$ cat src/hdl/llce_pkg.sv
package llce_pkg;

   localparam int NODES_DEFAULT = 64;
   localparam int TYPE_W        = 5;
   localparam int VALUE_W       = 32;
   localparam int COUNT_W       = 7;

   typedef enum logic [TYPE_W-1:0] {
      OP_CLEAR      = 5'd0,
      OP_INS_FIRST  = 5'd1,
      OP_INS_LAST   = 5'd2,
      OP_GO_FIRST   = 5'd3,
      OP_GO_LAST    = 5'd4,
      OP_RD_FIRST   = 5'd5,
      OP_RD_LAST    = 5'd6,
      OP_DEL_FIRST  = 5'd7,
      OP_DEL_LAST   = 5'd8,
      OP_DEL_AFTER  = 5'd9,
      OP_DEL_BEFORE = 5'd10,
      OP_INS_AFTER  = 5'd11,
      OP_INS_BEFORE = 5'd12,
      OP_RD_CURSOR  = 5'd13,
      OP_WR_CURSOR  = 5'd14,
      OP_NEXT       = 5'd15,
      OP_PREV       = 5'd16
   } op_type;

   typedef enum logic [4:0] {
      ST_IDLE    = 5'b00001,
      ST_READ_B  = 5'b00010,
      ST_WRITE_A = 5'b00100,
      ST_WRITE_B = 5'b01000,
      ST_FINISH  = 5'b10000
   } state_type;

   typedef struct packed {
      logic accept;
      logic step_b;
      logic step_wa;
      logic step_wb;
      logic load_out;
   } cmd_type;

endpackage

$ cat src/hdl/llce_if.sv
interface llce_req_if import llce_pkg::*; ();
   logic                      valid;
   logic                      ready;
   logic [TYPE_W-1:0]         req_type;
   logic signed [VALUE_W-1:0] value;

   modport source (output valid, output req_type, output value, input ready);
   modport sink (input valid, input req_type, input value, output ready);
endinterface

interface llce_rsp_if import llce_pkg::*; ();
   logic                      valid;
   logic                      ready;
   logic signed [VALUE_W-1:0] read_value;
   logic                      error;
   logic                      cursor_valid;
   logic [COUNT_W-1:0]        entry_count;

   modport source (output valid, output read_value, output error, output cursor_valid,
                   output entry_count, input ready);
   modport sink (input valid, input read_value, input error, input cursor_valid,
                 input entry_count, output ready);
endinterface

$ cat src/hdl/linked_list_cursor_engine.sv
// Each request word is accepted in the idle state and its result word is valid after the result register load.
// One word is in work at a time: a node read, a dependent node read and two write steps
// on the simple dual-port next, prev and value memories, then the result register load.
// A waiting result stalls only the final load, and a new word can be taken while it waits.
// Reset is synchronous and empties the list; node memory contents stay undefined until written.
module linked_list_cursor_engine import llce_pkg::*; #(
   parameter int NODES = NODES_DEFAULT
) (
   input logic        clock,
   input logic        reset,
   llce_req_if.sink   req_if,
   llce_rsp_if.source rsp_if
);

   cmd_type cmd;

   llce_ctrl u_ctrl (
      .clock     (clock),
      .reset     (reset),
      .req_valid (req_if.valid),
      .req_ready (req_if.ready),
      .rsp_valid (rsp_if.valid),
      .rsp_ready (rsp_if.ready),
      .cmd       (cmd)
   );

   llce_dpath #(.NODES(NODES)) u_dpath (
      .clock        (clock),
      .reset        (reset),
      .cmd          (cmd),
      .req_type     (req_if.req_type),
      .req_value    (req_if.value),
      .read_value   (rsp_if.read_value),
      .error        (rsp_if.error),
      .cursor_valid (rsp_if.cursor_valid),
      .entry_count  (rsp_if.entry_count)
   );

endmodule

$ cat src/hdl/llce_ram.sv
module llce_ram #(
   parameter int WIDTH = 32,
   parameter int DEPTH = 64
) (
   input  logic                     clock,
   input  logic                     we,
   input  logic [$clog2(DEPTH)-1:0] waddr,
   input  logic [WIDTH-1:0]         wdata,
   input  logic [$clog2(DEPTH)-1:0] raddr,
   output logic [WIDTH-1:0]         rdata
);

   logic [WIDTH-1:0] mem_ff [DEPTH];

   always_ff @(posedge clock) begin
      if (we) begin
         mem_ff[waddr] <= wdata;
      end
      rdata <= mem_ff[raddr];
   end

endmodule

$ cat src/hdl/llce_dpath.sv
module llce_dpath import llce_pkg::*; #(
   parameter int NODES = NODES_DEFAULT
) (
   input  logic                      clock,
   input  logic                      reset,
   input  cmd_type                   cmd,
   input  logic [TYPE_W-1:0]         req_type,
   input  logic signed [VALUE_W-1:0] req_value,
   output logic signed [VALUE_W-1:0] read_value,
   output logic                      error,
   output logic                      cursor_valid,
   output logic [COUNT_W-1:0]        entry_count
);

   localparam int PW = $clog2(NODES + 1);
   localparam int AW = $clog2(NODES);
   localparam logic [PW-1:0] NIL = PW'(NODES);

   function automatic logic [PW-1:0] fix_ptr(input logic [PW-1:0] p);
      return (p < NIL) ? p : NIL;
   endfunction

   logic [PW-1:0] head_ff, head_in, tail_ff, tail_in, cur_ff, cur_in;
   logic [PW-1:0] fh_ff, fh_in, fresh_ff, fresh_in, count_ff, count_in;
   op_type        op_ff;
   logic signed [VALUE_W-1:0] val_ff;
   logic [PW-1:0] an_ff, ap_ff, nb_ff;
   logic signed [VALUE_W-1:0] rv_ff, rd_ff, rd_in;
   logic          err_ff, err_in;

   logic [PW-1:0]      nx_rdata, pv_rdata;
   logic [VALUE_W-1:0] vl_rdata;
   logic [PW-1:0]      nx_raddr, pv_raddr, vl_raddr;
   logic               nx_we, pv_we, vl_we;
   logic [PW-1:0]      nx_waddr, pv_waddr, vl_waddr;
   logic [PW-1:0]      nx_wdata, pv_wdata;
   logic [VALUE_W-1:0] vl_wdata;

   op_type        op_new;
   logic [PW-1:0] nb, pb, n_sel, d_sel;
   logic          full, is_ins, ins_go, ins_do;
   logic          del_first_do, del_last_do, del_after_do, del_before_do, del_do;

   assign op_new = op_type'(req_type);
   assign nb     = fix_ptr(nx_rdata);
   assign pb     = fix_ptr(pv_rdata);

   always_comb begin
      if (fh_ff != NIL) begin
         n_sel = fh_ff;
      end else if (fresh_ff < NIL) begin
         n_sel = fresh_ff;
      end else begin
         n_sel = NIL;
      end
   end

   assign full   = (n_sel == NIL);
   assign is_ins = (op_ff == OP_INS_FIRST) || (op_ff == OP_INS_LAST) ||
                   (op_ff == OP_INS_AFTER) || (op_ff == OP_INS_BEFORE);
   assign ins_go = (op_ff == OP_INS_FIRST) || (op_ff == OP_INS_LAST) || (cur_ff != NIL);
   assign ins_do = is_ins && ins_go && !full;

   assign del_first_do  = (op_ff == OP_DEL_FIRST) && (head_ff != NIL);
   assign del_last_do   = (op_ff == OP_DEL_LAST) && (head_ff != NIL) && (tail_ff != NIL);
   assign del_after_do  = (op_ff == OP_DEL_AFTER) && (cur_ff != NIL) && (cur_ff != tail_ff) &&
                          (an_ff != NIL);
   assign del_before_do = (op_ff == OP_DEL_BEFORE) && (cur_ff != NIL) && (cur_ff != head_ff) &&
                          (ap_ff != NIL);
   assign del_do = del_first_do || del_last_do || del_after_do || del_before_do;

   always_comb begin
      priority if (del_first_do) begin
         d_sel = head_ff;
      end else if (del_last_do) begin
         d_sel = tail_ff;
      end else if (del_after_do) begin
         d_sel = an_ff;
      end else begin
         d_sel = ap_ff;
      end
   end

   // The first read is issued with the accepted word, the second one follows the first result.
   always_comb begin
      if (cmd.accept) begin
         unique case (op_new)
            OP_INS_FIRST, OP_INS_LAST, OP_INS_AFTER, OP_INS_BEFORE: nx_raddr = fh_ff;
            OP_DEL_FIRST: nx_raddr = head_ff;
            default:      nx_raddr = cur_ff;
         endcase
         pv_raddr = (op_new == OP_DEL_LAST) ? tail_ff : cur_ff;
         unique case (op_new)
            OP_RD_FIRST: vl_raddr = head_ff;
            OP_RD_LAST:  vl_raddr = tail_ff;
            default:     vl_raddr = cur_ff;
         endcase
      end else begin
         nx_raddr = (op_ff == OP_INS_AFTER) ? cur_ff : nb;
         pv_raddr = pb;
         vl_raddr = cur_ff;
      end
   end

   always_comb begin
      nx_we    = 1'b0;
      nx_waddr = n_sel;
      nx_wdata = NIL;
      pv_we    = 1'b0;
      pv_waddr = n_sel;
      pv_wdata = NIL;
      vl_we    = 1'b0;
      vl_waddr = n_sel;
      vl_wdata = val_ff;
      if (cmd.step_wa) begin
         unique case (op_ff)
            OP_INS_FIRST, OP_INS_LAST, OP_INS_AFTER, OP_INS_BEFORE: begin
               vl_we = ins_do;
               nx_we = ins_do;
               pv_we = ins_do;
               unique case (op_ff)
                  OP_INS_FIRST: begin
                     nx_wdata = head_ff;
                  end
                  OP_INS_LAST: begin
                     pv_wdata = tail_ff;
                  end
                  OP_INS_AFTER: begin
                     pv_wdata = cur_ff;
                     nx_wdata = nb;
                  end
                  default: begin
                     nx_wdata = cur_ff;
                     pv_wdata = ap_ff;
                  end
               endcase
            end
            OP_DEL_FIRST: begin
               pv_we    = del_first_do && (head_ff != tail_ff) && (an_ff != NIL);
               pv_waddr = an_ff;
            end
            OP_DEL_LAST: begin
               nx_we    = del_last_do && (tail_ff != head_ff) && (ap_ff != NIL);
               nx_waddr = ap_ff;
            end
            OP_DEL_AFTER: begin
               nx_we    = del_after_do;
               nx_waddr = cur_ff;
               nx_wdata = (an_ff == tail_ff) ? NIL : nb;
               pv_we    = del_after_do && (an_ff != tail_ff) && (nb != NIL);
               pv_waddr = nb;
               pv_wdata = cur_ff;
            end
            OP_DEL_BEFORE: begin
               pv_we    = del_before_do;
               pv_waddr = cur_ff;
               pv_wdata = (ap_ff == head_ff) ? NIL : pb;
               nx_we    = del_before_do && (ap_ff != head_ff) && (pb != NIL);
               nx_waddr = pb;
               nx_wdata = cur_ff;
            end
            OP_WR_CURSOR: begin
               vl_we    = (cur_ff != NIL);
               vl_waddr = cur_ff;
            end
            default: begin
            end
         endcase
      end else if (cmd.step_wb) begin
         unique case (op_ff)
            OP_INS_FIRST: begin
               pv_we    = ins_do && (head_ff != NIL);
               pv_waddr = head_ff;
               pv_wdata = n_sel;
            end
            OP_INS_LAST: begin
               nx_we    = ins_do && (tail_ff != NIL);
               nx_waddr = tail_ff;
               nx_wdata = n_sel;
            end
            OP_INS_AFTER: begin
               nx_we    = ins_do;
               nx_waddr = cur_ff;
               nx_wdata = n_sel;
               pv_we    = ins_do && (cur_ff != tail_ff) && (nb_ff != NIL);
               pv_waddr = nb_ff;
               pv_wdata = n_sel;
            end
            OP_INS_BEFORE: begin
               pv_we    = ins_do;
               pv_waddr = cur_ff;
               pv_wdata = n_sel;
               nx_we    = ins_do && (cur_ff != head_ff) && (ap_ff != NIL);
               nx_waddr = ap_ff;
               nx_wdata = n_sel;
            end
            default: begin
               nx_we    = del_do;
               nx_waddr = d_sel;
               nx_wdata = fh_ff;
            end
         endcase
      end
   end

   always_comb begin
      head_in  = head_ff;
      tail_in  = tail_ff;
      cur_in   = cur_ff;
      fh_in    = fh_ff;
      fresh_in = fresh_ff;
      count_in = count_ff;
      rd_in    = '0;
      err_in   = 1'b0;
      if (ins_do) begin
         count_in = count_ff + 1'b1;
         if (fh_ff != NIL) begin
            fh_in = an_ff;
         end else begin
            fresh_in = fresh_ff + 1'b1;
         end
      end
      if (del_do) begin
         fh_in = d_sel;
         if (count_ff != '0) begin
            count_in = count_ff - 1'b1;
         end
      end
      unique case (op_ff)
         OP_CLEAR: begin
            head_in  = NIL;
            tail_in  = NIL;
            cur_in   = NIL;
            fh_in    = NIL;
            fresh_in = '0;
            count_in = '0;
         end
         OP_INS_FIRST: begin
            err_in = full;
            if (ins_do) begin
               head_in = n_sel;
               if (head_ff == NIL) begin
                  tail_in = n_sel;
               end
            end
         end
         OP_INS_LAST: begin
            err_in = full;
            if (ins_do) begin
               tail_in = n_sel;
               if (tail_ff == NIL) begin
                  head_in = n_sel;
               end
            end
         end
         OP_INS_AFTER: begin
            err_in = ins_go && full;
            if (ins_do && (cur_ff == tail_ff)) begin
               tail_in = n_sel;
            end
         end
         OP_INS_BEFORE: begin
            err_in = ins_go && full;
            if (ins_do && (cur_ff == head_ff)) begin
               head_in = n_sel;
            end
         end
         OP_GO_FIRST: cur_in = head_ff;
         OP_GO_LAST:  cur_in = tail_ff;
         OP_RD_FIRST, OP_RD_LAST: begin
            err_in = (head_ff == NIL) || (tail_ff == NIL);
            rd_in  = err_in ? '0 : rv_ff;
         end
         OP_RD_CURSOR: begin
            err_in = (cur_ff == NIL);
            rd_in  = err_in ? '0 : rv_ff;
         end
         OP_DEL_FIRST: begin
            if (del_first_do) begin
               if (head_ff == cur_ff) begin
                  cur_in = NIL;
               end
               if (head_ff == tail_ff) begin
                  head_in = NIL;
                  tail_in = NIL;
               end else begin
                  head_in = an_ff;
               end
            end
         end
         OP_DEL_LAST: begin
            if (del_last_do) begin
               if (tail_ff == cur_ff) begin
                  cur_in = NIL;
               end
               if (tail_ff == head_ff) begin
                  head_in = NIL;
                  tail_in = NIL;
               end else begin
                  tail_in = ap_ff;
               end
            end
         end
         OP_DEL_AFTER: begin
            if (del_after_do && (an_ff == tail_ff)) begin
               tail_in = cur_ff;
            end
         end
         OP_DEL_BEFORE: begin
            if (del_before_do && (ap_ff == head_ff)) begin
               head_in = cur_ff;
            end
         end
         OP_NEXT: begin
            if (cur_ff != NIL) begin
               cur_in = an_ff;
            end
         end
         OP_PREV: begin
            if (cur_ff != NIL) begin
               cur_in = ap_ff;
            end
         end
         default: begin
         end
      endcase
   end

   always_ff @(posedge clock) begin
      if (reset) begin
         head_ff  <= NIL;
         tail_ff  <= NIL;
         cur_ff   <= NIL;
         fh_ff    <= NIL;
         fresh_ff <= '0;
         count_ff <= '0;
      end else if (cmd.step_wb) begin
         head_ff  <= head_in;
         tail_ff  <= tail_in;
         cur_ff   <= cur_in;
         fh_ff    <= fh_in;
         fresh_ff <= fresh_in;
         count_ff <= count_in;
      end
   end

   always_ff @(posedge clock) begin
      if (cmd.accept) begin
         op_ff  <= op_new;
         val_ff <= req_value;
      end
      if (cmd.step_b) begin
         an_ff <= nb;
         ap_ff <= pb;
         rv_ff <= vl_rdata;
      end
      if (cmd.step_wa) begin
         nb_ff <= nb;
      end
      if (cmd.step_wb) begin
         rd_ff  <= rd_in;
         err_ff <= err_in;
      end
      if (cmd.load_out) begin
         read_value   <= rd_ff;
         error        <= err_ff;
         cursor_valid <= (cur_ff != NIL);
         entry_count  <= COUNT_W'(count_ff);
      end
   end

   llce_ram #(.WIDTH(PW), .DEPTH(NODES)) u_next_ram (
      .clock (clock),
      .we    (nx_we),
      .waddr (nx_waddr[AW-1:0]),
      .wdata (nx_wdata),
      .raddr (nx_raddr[AW-1:0]),
      .rdata (nx_rdata)
   );

   llce_ram #(.WIDTH(PW), .DEPTH(NODES)) u_prev_ram (
      .clock (clock),
      .we    (pv_we),
      .waddr (pv_waddr[AW-1:0]),
      .wdata (pv_wdata),
      .raddr (pv_raddr[AW-1:0]),
      .rdata (pv_rdata)
   );

   llce_ram #(.WIDTH(VALUE_W), .DEPTH(NODES)) u_value_ram (
      .clock (clock),
      .we    (vl_we),
      .waddr (vl_waddr[AW-1:0]),
      .wdata (vl_wdata),
      .raddr (vl_raddr[AW-1:0]),
      .rdata (vl_rdata)
   );

endmodule

$ cat src/hdl/llce_ctrl.sv
module llce_ctrl import llce_pkg::*; (
   input  logic    clock,
   input  logic    reset,
   input  logic    req_valid,
   output logic    req_ready,
   output logic    rsp_valid,
   input  logic    rsp_ready,
   output cmd_type cmd
);

   state_type state_ff, state_in;
   logic      rsp_valid_ff, rsp_valid_in;
   logic      slot_free;

   assign slot_free = !rsp_valid_ff || rsp_ready;
   assign req_ready = (state_ff == ST_IDLE);
   assign rsp_valid = rsp_valid_ff;

   always_comb begin
      cmd      = '0;
      state_in = state_ff;
      unique case (state_ff)
         ST_IDLE: begin
            if (req_valid) begin
               cmd.accept = 1'b1;
               state_in   = ST_READ_B;
            end
         end
         ST_READ_B: begin
            cmd.step_b = 1'b1;
            state_in   = ST_WRITE_A;
         end
         ST_WRITE_A: begin
            cmd.step_wa = 1'b1;
            state_in    = ST_WRITE_B;
         end
         ST_WRITE_B: begin
            cmd.step_wb = 1'b1;
            state_in    = ST_FINISH;
         end
         ST_FINISH: begin
            if (slot_free) begin
               cmd.load_out = 1'b1;
               state_in     = ST_IDLE;
            end
         end
         default: begin
            state_in = ST_IDLE;
         end
      endcase
   end

   always_comb begin
      rsp_valid_in = rsp_valid_ff;
      if (cmd.load_out) begin
         rsp_valid_in = 1'b1;
      end else if (rsp_ready) begin
         rsp_valid_in = 1'b0;
      end
   end

   always_ff @(posedge clock) begin
      if (reset) begin
         state_ff     <= ST_IDLE;
         rsp_valid_ff <= 1'b0;
      end else begin
         state_ff     <= state_in;
         rsp_valid_ff <= rsp_valid_in;
      end
   end

endmodule

$ cat src/flat_wrapper.sv
// flat-port wrapper written by rule: the top's interface ports become plain ports
module linked_list_cursor_engine_flat import llce_pkg::*;
#(
   parameter int NODES = NODES_DEFAULT
)
  (clock, reset, req_if_valid, req_if_req_type, req_if_value, req_if_ready, rsp_if_valid, rsp_if_read_value, rsp_if_error, rsp_if_cursor_valid, rsp_if_entry_count, rsp_if_ready);
  llce_req_if req_if_i ();
  llce_rsp_if rsp_if_i ();
  input logic clock;
  input logic reset;
  input wire logic [$bits(req_if_i.valid)-1:0] req_if_valid;
  input wire logic [$bits(req_if_i.req_type)-1:0] req_if_req_type;
  input wire logic [$bits(req_if_i.value)-1:0] req_if_value;
  output wire logic [$bits(req_if_i.ready)-1:0] req_if_ready;
  output wire logic [$bits(rsp_if_i.valid)-1:0] rsp_if_valid;
  output wire logic [$bits(rsp_if_i.read_value)-1:0] rsp_if_read_value;
  output wire logic [$bits(rsp_if_i.error)-1:0] rsp_if_error;
  output wire logic [$bits(rsp_if_i.cursor_valid)-1:0] rsp_if_cursor_valid;
  output wire logic [$bits(rsp_if_i.entry_count)-1:0] rsp_if_entry_count;
  input wire logic [$bits(rsp_if_i.ready)-1:0] rsp_if_ready;
  assign req_if_i.valid = req_if_valid;
  assign req_if_i.req_type = req_if_req_type;
  assign req_if_i.value = req_if_value;
  assign req_if_ready = req_if_i.ready;
  assign rsp_if_valid = rsp_if_i.valid;
  assign rsp_if_read_value = rsp_if_i.read_value;
  assign rsp_if_error = rsp_if_i.error;
  assign rsp_if_cursor_valid = rsp_if_i.cursor_valid;
  assign rsp_if_entry_count = rsp_if_i.entry_count;
  assign rsp_if_i.ready = rsp_if_ready;
  linked_list_cursor_engine #(.NODES(NODES)) u_core (.clock(clock), .reset(reset), .req_if(req_if_i), .rsp_if(rsp_if_i));
endmodule
$ cat config.mk
export PLATFORM = sky130hd
export DESIGN_NAME = linked_list_cursor_engine_flat
export DESIGN_NICKNAME = d
export VERILOG_FILES = /design/src/hdl/llce_pkg.sv /design/src/hdl/llce_if.sv /design/src/hdl/linked_list_cursor_engine.sv /design/src/hdl/llce_ram.sv /design/src/hdl/llce_dpath.sv /design/src/hdl/llce_ctrl.sv /design/src/flat_wrapper.sv
export SDC_FILE = /design/constraint.sdc
export NUM_CORES = 2
export LEC_CHECK = 0
export BUFFER_PORTS_ARGS = -buffer_cell sky130_fd_sc_hd__buf_2
export CAP_MARGIN = 15
export CORE_ASPECT_RATIO = 1.25
export CORE_MARGIN = 8
export CORE_UTILIZATION = 40
export DETAILED_ROUTE_END_ITERATION = 16
export MAX_ROUTING_LAYER = met4
export SETUP_SLACK_MARGIN = 0.02
export SYNTH_ARGS = -nofsm -noshare
export SYNTH_HDL_FRONTEND = slang
export SYNTH_SLANG_ARGS = --single-unit
$ cat constraint.sdc
create_clock -name clock -period 6.35 [get_ports clock]
set_clock_uncertainty 0.2 [all_clocks]
set_input_delay 0.3175 -clock clock [delete_from_list [all_inputs] [get_ports clock]]
set_output_delay 0.3175 -clock clock [all_outputs]
set_load 0.02 [all_outputs]
* Word-level counts from Yosys, hierarchy flattened
Memory sizes are Yosys's and may differ from the RTL's. A register that Yosys moved wholly into a read port is not among the register bits.
Cells that the tools add are included.
** Operators by class
- Add/subtract/negate cells :: 3
- Multiply operators :: 0
- Divide/modulo/power cells :: 0
- $lt $le $gt $ge :: 3
- Equality and inequality tests :: 75
- Shift operators :: 0
- Muxes and demuxes :: 105
- Bitwise operators :: 0
- Reductions and logical operators :: 63
** Operators with widths (number)
- $mux 7 :: 48
- $pmux 7 s7 :: 3
- $pmux 7 s3 :: 4
- $mux 6 :: 11
- $mux 32 :: 2
- $pmux 32 s2 :: 1
- $ne 7x7->1 const B :: 9
- $eq 5x4->1 const B :: 12
- $eq 7x7->1 :: 8
- $pmux 6 s3 :: 3
- $ne 7x7->1 :: 6
- $eq 5x3->1 const B :: 8
- $logic_and 1x1->1 :: 30
- $eq 7x7->1 const B :: 4
- $reduce_bool 7->1 :: 4
- $pmux 5 s5 :: 1
- $pmux 6 s2 :: 2
- $pmux 6 s4 :: 1
- $ne 2x1->1 const B :: 11
- $lt 7x7->1 const B :: 3
- $eq 5x2->1 const B :: 4
- $mux 1 :: 20
- $reduce_and 10->1 :: 2
- $ne 2x2->1 const B :: 8
- other kinds (20) :: 44
** Word-level totals
- Register bits after elaboration :: 212
- Latch bits :: 0
- RAM bits :: 2944
- Bits in read-only memories :: 0
- Input bits :: 41
- Output and inout port bits :: 43
- Logic and storage cells :: 272
- Memories :: 3
** Memory list
- u_core.u_dpath.u_value_ram.mem_ff :: depth 64, bits a word 32, read ports 1, clocked after memory_dff 1, write ports 1, line llce_ram.sv:13 : logic [WIDTH-1:0] mem_ff [DEPTH];
- u_core.u_dpath.u_next_ram.mem_ff :: depth 64, bits a word 7, read ports 1, clocked after memory_dff 1, write ports 1, line llce_ram.sv:13
- u_core.u_dpath.u_prev_ram.mem_ff :: depth 64, bits a word 7, read ports 1, clocked after memory_dff 1, write ports 1, line llce_ram.sv:13

* Logic depth before layout (Yosys ltp)
- Depth in word-level cells :: 13
- Gate-level depth with buffers :: 16
- Depth with buffers taken out :: 10

* Cells and area by module
A second synthesis with hierarchy kept.
** Unflattened totals
- Cells, all modules :: 6096
- Area total of the unflattened synthesis :: 125106.2 um^2
** By module, submodules not included
- llce_ram at u_core.u_dpath.u_value_ram :: instances 1, cells an instance 3324, area each 78515.3 um^2
- llce_ram at u_core.u_dpath.u_next_ram :: instances 1, cells an instance 867, area each 17743.3 um^2
- llce_ram at u_core.u_dpath.u_prev_ram :: instances 1, cells an instance 827, area each 17635.7 um^2
- llce_dpath :: instances 1, cells an instance 1043, area each 10905.5 um^2
- llce_ctrl :: instances 1, cells an instance 35, area each 306.5 um^2

* Least setup slack after synthesis
OpenSTA, ideal clock, no wires.
- Path type :: reg-to-reg
- Start point :: register u_core.u_dpath.op_ff[4]
- End point :: memory u_core.u_dpath.u_next_ram.mem_ff[0][0] in the netlist's numbering (data pin)
- Arrival time :: 4699 ps
- Required time :: 5421 ps
- Setup slack :: 722 ps
- Stages on the path, launching flop included :: 9
- Buffers on the path :: 3
- Cells stage by stage :: edfxtp_1 > clkbuf_1 > or3b_2 > buf_2 > nor2_2 > clkbuf_1 > or3_1 > a21oi_1 > o32ai_1
** Between the ends
- Longest elaborated chain between the ends :: 5
** RTL lines
- start: declaration :: line llce_dpath.sv:25 : op_type op_ff;
- start signal: assignment :: line llce_dpath.sv:349 : op_ff <= op_new;
- $eq 5x2->1 (tied with other cells) :: line llce_dpath.sv:116, llce_dpath.sv:121, llce_dpath.sv:170
- $reduce_or 3->1 (no source line)
- $pmux 7 s2 :: line llce_dpath.sv:170 : unique case (op_ff)
- $mux 7 :: line llce_dpath.sv:169 : end else if (cmd.step_wb) begin
- $mux 7 * :: line llce_dpath.sv:115 : if (cmd.step_wa) begin
- named net u_core.u_dpath.nx_wdata[0] :: line llce_dpath.sv:36 : logic [PW-1:0] nx_wdata, pv_wdata;
- end: declaration :: line llce_ram.sv:13
The timed path passes the listed nets; every way through them passes the cells marked *.

* Worst setup path after layout
- Start point :: register u_core.u_dpath.op_ff[1]
- End point :: memory u_core.u_dpath.u_value_ram.mem_ff[38][27] (enable)
** Between the ends
- Longest elaborated chain between the ends :: 10
** RTL lines
- $eq 5x1->1 / $eq 5x2->1 (equally long branches) :: line llce_dpath.sv:59, llce_dpath.sv:61, llce_dpath.sv:116
- $logic_or 1x1->1 :: line llce_dpath.sv:59, llce_dpath.sv:61
- $logic_or 1x1->1 :: line llce_dpath.sv:59 : assign is_ins = (op_ff == OP_INS_FIRST) || (op_ff == OP_INS_LAST) ||
- $logic_or 1x1->1 :: line llce_dpath.sv:60 : (op_ff == OP_INS_AFTER) || (op_ff == OP_INS_BEFORE);
- $logic_and 1x1->1 (2 in a row) :: line llce_dpath.sv:62 : assign ins_do = is_ins && ins_go && !full;
- $pmux 1 s2 :: line llce_dpath.sv:116 : unique case (op_ff)
- $mux 1 :: line llce_dpath.sv:115
- $mux 1 :: line llce_ram.sv:16 : if (we) begin
- $mux 1 (not written as such) :: line llce_ram.sv:17 : mem_ff[waddr] <= wdata;
- end: declaration :: line llce_ram.sv:13
Several ways; a longest one is shown, not always the timed one.

==> tab_implementation.tex <==
\begin{tabular}{lr}
\hline
Metric & Value \\
\hline
\multicolumn{2}{l}{\textbf{Run status}} \\
\quad Outcome & finished, final reports clean \\
\multicolumn{2}{l}{\textbf{Critical path}} \\
\quad Endpoint of the lowest-slack register-to-register path & u\_core.u\_dpath.u\_value\_ram.mem\_ff[38][27] \\
\quad Worst setup SP type & register \\
\quad WP data arrival & 6020 ps \\
\quad FF-to-FF path depth & 10 \\
\quad Buf/Inv on CP & 2 \\
\quad Critical path origin & u\_core.u\_dpath.op\_ff[1] \\
\quad FF-to-FF setup slack & between 500 and 600 ps \\
\quad Maximum net fanout on the critical path & 32 \\
\quad Element type at the critical path end & register \\
\quad CP peak stage delay & 880 ps \\
\quad Path type of the worst setup path & register to register \\
\quad Largest delay share family, worst path & simple AND/OR/NAND/NOR gates \\
\quad Worst-path cell chain & nor2b\_1, o21ai\_1, nand2\_1, nor4bb\_2, buf\_4, a22oi\_1, nor2\_1, nand2\_1, nor2\_4, buf\_4 \\
\quad Slowest cell on the critical path & sky130\_fd\_sc\_hd\_\_edfxtp\_1 \\
\quad Critical path required time & 6590 ps \\
\quad Critical register-to-register path startpoint & u\_core.u\_dpath.op\_ff[1] \\
\multicolumn{2}{l}{\textbf{Routing}} \\
\quad Average wire per standard cell & 28.9 um \\
\quad Vias/cell & $\sim$5.8 \\
\quad Post-DRT Antenna Nets & 0 \\
\quad Iteration-0 DRC Markers & about 8900 \\
\quad First-pass DRT Iterations & 8 \\
\quad Overall via count from detail\_route & slightly above 70000 \\
\quad DRC violations left & 0 \\
\quad Routed wire length & 361000 um \\
\multicolumn{2}{l}{\textbf{Yosys}} \\
\quad Register bit total from synthesis & 3202 \\
\quad Number of standard cells after synthesis & 7660 \\
\quad Adder-cell share of the synthesized area & 0.000297 \\
\quad Cell with the most instances after synthesis & sky130\_fd\_sc\_hd\_\_edfxtp\_1 \\
\quad Number of distinct library cells after synthesis & 85 \\
\quad Mean cell area of the mapped netlist & about 17 um2 \\
\quad Simple-Gate Fraction of Synth Area & 0.0766 \\
\quad Share of flip-flops with an asynchronous set or reset after synthesis & 0 \\
\quad Fraction of post-synthesis cell area in the top cell type by area & 0.738 \\
\quad Ys Warns & 0 \\
\quad Largest area contributor in the netlist & sky130\_fd\_sc\_hd\_\_edfxtp\_1 \\
\quad Post-synthesis sequential area ratio & 0.752 \\
\quad Flip-flop cell with the highest count after synthesis & sky130\_fd\_sc\_hd\_\_edfxtp\_1 \\
\quad Mux contribution to synthesized area & 0.0956 \\
\quad Xor/xnor cell area share of the yosys netlist & 0.00318 \\
\quad Number of nets in the synthesized netlist & 7704 \\
\quad Post-synthesis compound-gate area fraction & 0.0548 \\
\quad Total standard cell area after synthesis & about 130000 um2 \\
\quad Dominant combinational cell family by area after synthesis & multiplexers \\
\quad Number of enable flip-flop cells after synthesis & 3108 \\
\quad Most frequent cells after synthesis & 3108 x sky130\_fd\_sc\_hd\_\_edfxtp\_1, 1113 x sky130\_fd\_sc\_hd\_\_nand2\_1, 552 x sky130\_fd\_sc\_hd\_\_nor2\_1 \\
\quad Cell types with the largest area share after synthesis & sky130\_fd\_sc\_hd\_\_edfxtp\_1 74\%, sky130\_fd\_sc\_hd\_\_mux4\_2 8.1\%, sky130\_fd\_sc\_hd\_\_nand2\_1 3.3\%, sky130\_fd\_sc\_hd\_\_nor2\_1 1.6\%, sky130\_fd\_sc\_hd\_\_dfxtp\_1 1.5\% \\
\multicolumn{2}{l}{\textbf{Worst hold path}} \\
\quad Terminating pin of the worst hold path & u\_core.u\_dpath.val\_ff[10] \\
\quad Number of stages on the worst hold path & 2 \\
\quad Class of the most critical hold timing path & primary input to register \\
\quad Hold\_sp & req\_if\_value[10] \\
\multicolumn{2}{l}{\textbf{Final layout}} \\
\quad Share of post-route cells with drive strength above 1 & 0.183 \\
\quad Synth-to-layout area growth & 14.9\% \\
\quad Number of cells in the finished layout apart from fillers & between 10000 and 15000 \\
\quad Post-Route Utilization & 0.460 \\
\quad Layout net count & 8066 \\
\quad Layout fillers & 26800 \\
\multicolumn{2}{l}{\textbf{GRT}} \\
\quad Number of global-route vias before repair & 72700 \\
\quad Initial antenna violation count & 16 \\
\quad GRT Residual Overflow & 0 \\
\quad Global-route total usage across every layer & 0.216 \\
\quad Wire length of the first global-routing pass & 519000 um \\
\quad Largest net degree at the start of global routing & 94 \\
\multicolumn{2}{l}{\textbf{Place}} \\
\quad Placed Instances & approximately 12000 \\
\quad RD Place Congestion & roughly 0.95 \\
\quad Post-detailed-placement half-perimeter wirelength & $\sim$220000 um \\
\quad Number of input and output port buffers inserted & 83 \\
\multicolumn{2}{l}{\textbf{Timing}} \\
\quad Slew at the pin with the worst max-slew slack & 1210 ps \\
\quad Post-layout min period & 5780 ps \\
\quad Final Hold Vio Count & 0 \\
\quad Setup TNS & 0 ps \\
\quad Max-slew violation count & 0 \\
\quad Highest clock frequency the design can meet & 0.173 GHz \\
\quad Ratio of final minimum period to clock period & 0.910 \\
\quad RSZ-0062 raised after global routing & false \\
\quad Worst slew margin & 0.195 \\
\quad Number of failing setup endpoints in the final timing report & 0 \\
\multicolumn{2}{l}{\textbf{Clock tree}} \\
\quad Clock tree from TritonCTS & built \\
\quad Clock transition at the registers of the reported paths & 60 ps \\
\quad Clock insertion delay at the later pin of the skew report & 900 ps \\
\quad CTS HTree Levels & 5 \\
\quad CTS buffer count & $\sim$330 \\
\quad Total number of clock tree sinks & 3202 \\
\quad CTS max path bufs & 4 \\
\quad CTS Root Buffer Type & sky130\_fd\_sc\_hd\_\_clkbuf\_16 \\
\quad \# resized after CTS & 0 \\
\multicolumn{2}{l}{\textbf{Die}} \\
\quad Boundary Pins & between 80 and 90 \\
\quad Area of the core & 316000 um2 \\
\quad Die H & 645 um \\
\quad Number of standard-cell rows in the floorplan & 231 \\
\quad Initial core utilization & 0.401 \\
\quad Horizontal die dimension & about 520 um \\
\quad Die area & approximately 330000 um2 \\
\multicolumn{2}{l}{\textbf{Power and ir drop}} \\
\quad Proportion of total power due to net switching & 0.235 \\
\quad Largest vdd supply drop & 225 uV \\
\quad Cell-internal power & around 35 mW \\
\quad Fraction of power consumed by combinational cells & 0.087 \\
\quad Cell area power density & 318 nW/um2 \\
\quad Leak Pwr & roughly 46 nW \\
\quad Part of the total power dissipated in the clock network & 0.405 \\
\quad Net Sw Power & roughly 11 mW \\
\quad Portion of total power attributed to sequential cells & 0.508 \\
\multicolumn{2}{l}{\textbf{Run}} \\
\quad Max-cap viol count & 0 \\
\hline
\end{tabular}
## worst register-to-register path: cells and delay by family (launching register included)
kind,cells,cell delay (ps)
simple gates,6,2850
flops,1,880
buf+inv,2,830
compound gates,2,540
## routing by layer
metal	vias up	GRT usage	part of all wire
li1	30800	-	-
met1	37900	0.275	0.39
met2	3382	0.360	0.50
met3	645	0.0297	0.075
met4	0	0.0698	0.038
met5	-	-	0
## state kept, by name, summed over array words and instances, names as in the netlist, 32 cells and up
name and count:
u_core.u_dpath.rd_ff 32, u_core.u_dpath.read_value 32, u_core.u_dpath.rv_ff 32, u_core.u_dpath.u_next_ram.mem_ff 448, u_core.u_dpath.u_prev_ram.mem_ff 448, u_core.u_dpath.u_value_ram.mem_ff 2048, u_core.u_dpath.u_value_ram.rdata 32, u_core.u_dpath.val_ff 32
## kinds of logic (layout without fill, tap and decap cells)
family                   count (synthesis)  count (layout)
flip-flops                            3202            3202
AO/OA/AOI/OAI                         1046            1046
other                                    0              37
AND/OR/NAND/NOR                       2240            2240
adder cells (fa/ha/maj)                  3               3
multiplexers                           638             638
buffers and inverters                  485            1098
XOR/XNOR                                46              46
## worst max-delay path by stage
stage	to	cells past startpoint
2_1_floorplan	u_core.u_dpath.u_next_ram.mem_ff[0][0]	8
3_3_place_gp	u_core.u_dpath.u_value_ram.rdata[5]	10
3_5_place_dp	u_core.u_dpath.u_value_ram.mem_ff[62][4]	10
4_1_cts	u_core.u_dpath.u_value_ram.mem_ff[39][31]	10
5_1_grt	u_core.u_dpath.u_value_ram.mem_ff[39][11]	10
6_report	u_core.u_dpath.u_value_ram.mem_ff[38][27]	10
## cells in the final DEF, fill, tap and decap left out, types with 94 or more instances in the layout
cell type,count
sky130_fd_sc_hd__a21oi_1,190
sky130_fd_sc_hd__a31oi_1,185
sky130_fd_sc_hd__buf_4,299
sky130_fd_sc_hd__clkbuf_16,337
sky130_fd_sc_hd__dfxtp_1,94
sky130_fd_sc_hd__edfxtp_1,3108
sky130_fd_sc_hd__mux2i_1,161
sky130_fd_sc_hd__mux4_2,454
sky130_fd_sc_hd__nand2_1,1110
sky130_fd_sc_hd__nand3_1,253
sky130_fd_sc_hd__nor2_1,485
sky130_fd_sc_hd__o21ai_0,158
## area by class of cell
type / count / area, um2 / area share
sequential: 3202 / 95200 / 0.655
tap: 4194 / 5250 / 0.0361
clock buffer: 415 / 8830 / 0.0607
inverter: 17 / 65.1 / 0.000447
antenna: 37 / 92.6 / 0.000637
multi-input combinational: 3973 / 30100 / 0.207
clock inverter: 163 / 1460 / 0.0100
timing repair buffer: 503 / 4400 / 0.0303
## through the flow
stage	area (um2)	total power, mW	hold slack, ps	setup slack, ps
6_report	145000	46.2	77.9	571
5_1_grt	145000	47.6	70.9	495
4_1_cts	145000	46.5	69.5	755
3_5_place_dp	134000	27.9	193	832
3_3_place_gp	134000	27.8	192	904
2_1_floorplan	127000	26.4	186	722
## power by group through the flow
| stage | Clock (mW) | Combinational (mW) | Sequential, mW |
|---|---|---|---|
| 2_1_floorplan | 0 | 2.32 | 24.0 |
| 3_3_place_gp | 0 | 3.88 | 23.9 |
| 3_5_place_dp | 0 | 3.97 | 23.9 |
| 4_1_cts | 19.0 | 4.01 | 23.5 |
| 5_1_grt | 19.8 | 4.30 | 23.5 |
| 6_report | 18.7 | 4.02 | 23.5 |
## timing repair
item | CTS | global route
endpoints found under the hold margin | 73 | 0
hold buffers | 65 | 0
buffers inserted | 0 | 0
Power figures use the tool's default switching activity.
